**src/design/vtm_pkg.sv**
```systemverilog
`timescale 1ns / 1ps

package vtm_pkg;

	localparam int MAX_NODES  = 1024;
	localparam int POS_W      = 32;
	localparam int IDX_W      = $clog2(MAX_NODES);
	localparam int CNT_W      = IDX_W + 1;
	localparam int OUT_IDX_W  = 10;
	localparam int TOL_W      = 31;
	localparam int TOL_SQ_W   = 2 * TOL_W;
	localparam int SQ_W       = 2 * POS_W;
	localparam int SUM_W      = SQ_W + 2;
	localparam int NODE_W     = 3 * POS_W;

	typedef enum logic [1:0] {
		ST_MATCH = 2'd0,
		ST_NEW   = 2'd1,
		ST_FULL  = 2'd2
	} status_t;

	typedef enum logic [1:0] {
		S_IDLE,
		S_SCAN,
		S_RESP
	} state_t;

	typedef struct packed {
		logic              accept;
		logic              issue;
		logic [IDX_W-1:0]  rd_addr;
		logic              flush;
		logic              set_res;
		logic [IDX_W-1:0]  res_idx;
		status_t           res_status;
		logic              wr_en;
		logic [IDX_W-1:0]  wr_addr;
		logic              load_out;
	} cmd_t;

	typedef struct packed {
		logic              hit;
		logic [IDX_W-1:0]  hit_idx;
		logic              busy;
		logic              out_free;
	} stat_t;

endpackage

```
**src/design/vtm_ctrl.sv**
```systemverilog
`timescale 1ns / 1ps

module vtm_ctrl (
	input  logic           clk,
	input  logic           arst_n,
	input  logic           in_valid,
	input  logic           start_mesh,
	output logic           in_ready,
	input  vtm_pkg::stat_t stat,
	output vtm_pkg::cmd_t  cmd
);

	vtm_pkg::state_t               state_q, state_d;
	logic [vtm_pkg::CNT_W-1:0]     scan_q;
	logic [vtm_pkg::CNT_W-1:0]     count_q;

	always_ff @(posedge clk or negedge arst_n) begin
		if (!arst_n) begin
			state_q <= vtm_pkg::S_IDLE;
		end else begin
			state_q <= state_d;
		end
	end

	always_ff @(posedge clk or negedge arst_n) begin
		if (!arst_n) begin
			scan_q  <= '0;
			count_q <= '0;
		end else begin
			if (cmd.accept) begin
				scan_q <= '0;
				if (start_mesh) begin
					count_q <= '0;
				end
			end else if (cmd.issue) begin
				scan_q <= scan_q + 1'b1;
			end
			if (cmd.wr_en) begin
				count_q <= count_q + 1'b1;
			end
		end
	end

	always_comb begin
		state_d  = state_q;
		cmd      = '0;
		in_ready = 1'b0;
		unique case (state_q)
			vtm_pkg::S_IDLE: begin
				in_ready = 1'b1;
				if (in_valid) begin
					cmd.accept = 1'b1;
					state_d    = vtm_pkg::S_SCAN;
				end
			end
			vtm_pkg::S_SCAN: begin
				// hits leave the pipe in index order, so the first one is the lowest
				priority if (stat.hit) begin
					cmd.flush      = 1'b1;
					cmd.set_res    = 1'b1;
					cmd.res_idx    = stat.hit_idx;
					cmd.res_status = vtm_pkg::ST_MATCH;
					state_d        = vtm_pkg::S_RESP;
				end else if (scan_q < count_q) begin
					cmd.issue   = 1'b1;
					cmd.rd_addr = scan_q[vtm_pkg::IDX_W-1:0];
				end else if (!stat.busy) begin
					cmd.set_res = 1'b1;
					if (count_q < vtm_pkg::CNT_W'(vtm_pkg::MAX_NODES)) begin
						cmd.wr_en      = 1'b1;
						cmd.wr_addr    = count_q[vtm_pkg::IDX_W-1:0];
						cmd.res_idx    = count_q[vtm_pkg::IDX_W-1:0];
						cmd.res_status = vtm_pkg::ST_NEW;
					end else begin
						cmd.res_idx    = '0;
						cmd.res_status = vtm_pkg::ST_FULL;
					end
					state_d = vtm_pkg::S_RESP;
				end
			end
			vtm_pkg::S_RESP: begin
				if (stat.out_free) begin
					cmd.load_out = 1'b1;
					state_d      = vtm_pkg::S_IDLE;
				end
			end
			default: begin
				state_d = vtm_pkg::S_IDLE;
			end
		endcase
	end

endmodule

```
**config.mk**
```make
export PLATFORM = sky130hd
export DESIGN_NAME = vtm_ctrl
export DESIGN_NICKNAME = d
export VERILOG_FILES = /design/src/design/vtm_pkg.sv /design/src/design/vtm_ctrl.sv
export SDC_FILE = /design/constraint.sdc
export NUM_CORES = 1
export LEC_CHECK = 0
export ABC_AREA = 1
export BUFFER_PORTS_ARGS = -buffer_cell sky130_fd_sc_hd__clkbuf_2
export CELL_PAD_IN_SITES_DETAIL_PLACEMENT = 2
export CELL_PAD_IN_SITES_GLOBAL_PLACEMENT = 2
export CORE_ASPECT_RATIO = 0.7
export CORE_MARGIN = 5
export CORE_UTILIZATION = 28
export DETAILED_ROUTE_END_ITERATION = 10
export PLACE_DENSITY_LB_ADDON = 0.1
export SYNTH_ARGS = -nofsm -noshare
export SYNTH_HDL_FRONTEND = slang
export SYNTH_SLANG_ARGS = --single-unit
```
**constraint.sdc**
```tcl
create_clock -name clk -period 1.97 [get_ports clk]
set_input_delay 0.0985 -clock clk [delete_from_list [all_inputs] [get_ports clk]]
set_output_delay 0.0985 -clock clk [all_outputs]
set_load 0.01 [all_outputs]
```
==> key figures <==
Worst setup path
  – Cell Chain, Critical Path: inv_2, ha_4, nand2_4, inv_2, nand2_2, nor2_2, nand2_2, nand3_4, nand3_4, buf_12, o21ai_2, buf_2
  – CP arrival: 2210 ps
  – Worst path slowest cell: dfrtp_1
  – Worst setup startpoint: count_q[9]
  – Critical path class: register to output port
  – CP peak stage delay: 400 ps
  – Worst setup EP type: output port
  – CP Max Fanout: 6
  – CP startpoint kind: register
  – R2R Path Start: count_q[2]
  – Worst endpoint required time: roughly 1900 ps

CTS
  – Clock Sink Count: 24
  – Clk slew on worst S/H paths: 100 ps
  – CTS tree: done
  – Clock Tree Buf Depth: 2
  – Root buffer cell: clkbuf_8
  – Clk_lat worst skew: 290 ps
  – H-tree depth: 1
  – CTS Buf Count: 3

Timing
  – Final setup violating endpoints: 52
  – Total negative slack: -10920 ps
  – Max transition margin: 52.9%
  – Period utilisation layout: 117%
  – Max-slew violations: 0
  – Layout Skew: 3.26 ps
  – Final setup margin: -340 ps
  – Hold Violations, Final: 0
  – Minimum clock period: around 2300 ps
  – Worst Tran Pin Value: approximately 710 ps
  – Max Freq: 433 MHz
  – RSZ-0062 raised after global routing: true

Die
  – Cell row count: 26
  – Die area: ~9600 um2
  – Die H: 83.3 um
  – Core ar.: 7380 um2
  – Boundary pin count: 56
  – Chip Width: 115 um
  – Initial Utilization: just under 30%

Drt
  – DRT Pass-1 Iters: 4
  – DRT iter0 DRCs: approximately 110
  – ANT nets after route: 0
  – DRC: 0
  – Via count: 2665
  – Final WL: 10.8 mm
  – Vias/cell: 5.09
  – WL per Instance: roughly 20 um

Global route
  – Most Used Layer, Global Route: met2
  – Gr usage total: 18.8%
  – Vias in the first global route: 2768
  – Gr ovfl total: 0
  – Largest net degree at the start of global routing: 25
  – Initial antenna violation count: 0
  – First-pass GRT wire length: roughly 15 mm
  – Met3 usage: 2.98%
  – Met2 usage in global routing: 31.2%
  – Met1 usage: 26.6%

Synth
  – Dominant synthesized flop cell: dfrtp_1
  – Register area share after synthesis: 27.9%
  – Ys Warns: 0
  – Synth async-reset ratio: 100%
  – Synthesized area: 2150 um2
  – Area share of the largest cell type after synthesis: 27.9%
  – Distinct cells, synth: 26
  – Mean Syn Cell Area: 6.78 um2
  – EDFF count, synth: 0
  – Synthesis-stage register bit count: 24
  – Area leader, netlist: dfrtp_1
  – Gate Count Post-Synth: 317
  – Synth area leaders: dfrtp_1 (28%), nand2_1 (15%), inv_1 (8.4%)
  – Syn_nets: 346

Power and ir drop
  – VDD IR max: 557 uV
  – Sequential Power Share: between 20% and 30%
  – Sw Share: a little under half
  – P_leak: 1.76 nW
  – Int Pwr: 1.27 mW
  – Pwr Total: about 2.4 mW
  – Clock Power Share: around 14%
  – Switching power total: 1.12 mW
  – Combinational share of power: 60.7%
  – PwrDens: 683 nW/um2

Final layout
  – Post-route insts no fill: 524
  – Antenna cells: 0
  – Commonest non-fill, non-tap cell in the layout: nand2_1
  – Area of the multi-input gates: around 1600 um2
  – Reg area: ~600 um2
  – Layout Nets: around 460
  – Layout cell share with drive strength beyond 1: 49.5%
  – Layout area overhead: 63.1%
  – Most frequent cells in the layout: nand2_1 (71), buf_4 (47), inv_1 (34)
  – Fill cell count: 859

Placement
  – RePlAce Congestion: 0.795
  – # port buffers: 55
  – Detailed Place HPWL: 6.42 mm
  – Post-placement cell count: 490
  – Pre-CTS setup slack: -65.3 ps

Status
  – Failing checks: negative setup slack
  – Status: complete, but fails checks

Worst hold path
  – Hold Crit Start: stat[0]
  – Worst min-delay path category: input pin to register

Job
  – Max cap viols: 0
[through the flow]
stage | utilization (%) | hold slack, ps | instance area [um2]
after floorplan | - | -197 | 2150
after global placement | 37.2 | 187 | 2750
after detailed placement | 37.2 | 176 | 2750
after CTS | 42.2 | 78.7 | 3120
after global routing | 47.5 | 91.1 | 3510
final | 47.5 | 58.2 | 3510
[area by class of cell]
| cell class | count | share of cell area [%] |
|---|---|---|
| Multi-Input combinational cell | 229 | 45.3 |
| Inverter | 50 | 5.71 |
| Clock buffer | 3 | 1.18 |
| Timing Repair Buffer | 120 | 27.2 |
| Sequential cell | 24 | 17.1 |
| Tap cell | 98 | 3.50 |
[final timing paths]
path / slack (ps) / cells past startpoint / to
setup / recovery: -340 / 12 / cmd[15]
hold / removal: 60 / 4 / state_q[1]
setup reg to reg: -210 / 15 / scan_q[9]
hold reg to reg: 620 / 3 / state_q[1]
max in group asynchronous: 1130 / 2 / count_q[8]
min in group asynchronous: 390 / 2 / state_q[1]
[registers in the layout, summed over array words and instances (netlist names)]
name     count
scan_q      11
state_q      2
count_q     11
[what timing repair did]
item                       CTS  global route
resized for setup           50           101
setup buffers               15            13
hold buffers                 1             0
hold endpoints to repair    24             0
setup endpoints to repair   35            57
gates cloned                 2             2
pin swaps                   12            22
[power groups by stage]
stage                     combinational (mW)  clock [mW]  sequential, mW
final                                   1.45       0.336           0.604
after global routing                    1.58       0.357           0.615
after CTS                               1.14       0.322           0.597
after detailed placement               0.920           0           0.603
after global placement                 0.889           0           0.601
after floorplan                        0.587           0           0.594
[cell families (layout without fill, tap and decap cells)]
logic type | after synthesis | count (layout) | synth area share, %
compound gates | 16 | 16 | 5.41
fa+ha+maj | 12 | 12 | 6.98
xor+xnor | 13 | 13 | 5.30
flops | 24 | 24 | 27.9
simple gates | 187 | 188 | 40.9
buf+inv | 65 | 173 | 13.5
[synth_stat cells (2+ instances only)]
cell type / number
a21oi_1: 3
buf_2: 4
buf_4: 3
buf_6: 4
clkbuf_1: 4
dfrtp_1: 24
ha_1: 12
inv_1: 48
inv_2: 2
nand2_1: 85
nand2_2: 2
nand3_1: 35
nand3_4: 2
nand3b_1: 5
nand4_1: 14
nor2_1: 33
nor2_4: 3
nor3_1: 5
o21ai_0: 2
o21ai_2: 9
xor2_1: 13
[metal layers]
layer	up-vias	wire [um]
li1	1226	-
met1	1339	4950
met2	86	5170
met3	14	507
met4	0	154
met5	-	0
[worst max-delay path: cells and delay by family, from the launching register on]
family          cells  cell delay (ps)
fa+ha+maj           1              280
compound gates      1              130
buf+inv             4              520
simple gates        6              600
flops               1              400
No activity file was read; power rests on OpenSTA's default activity.
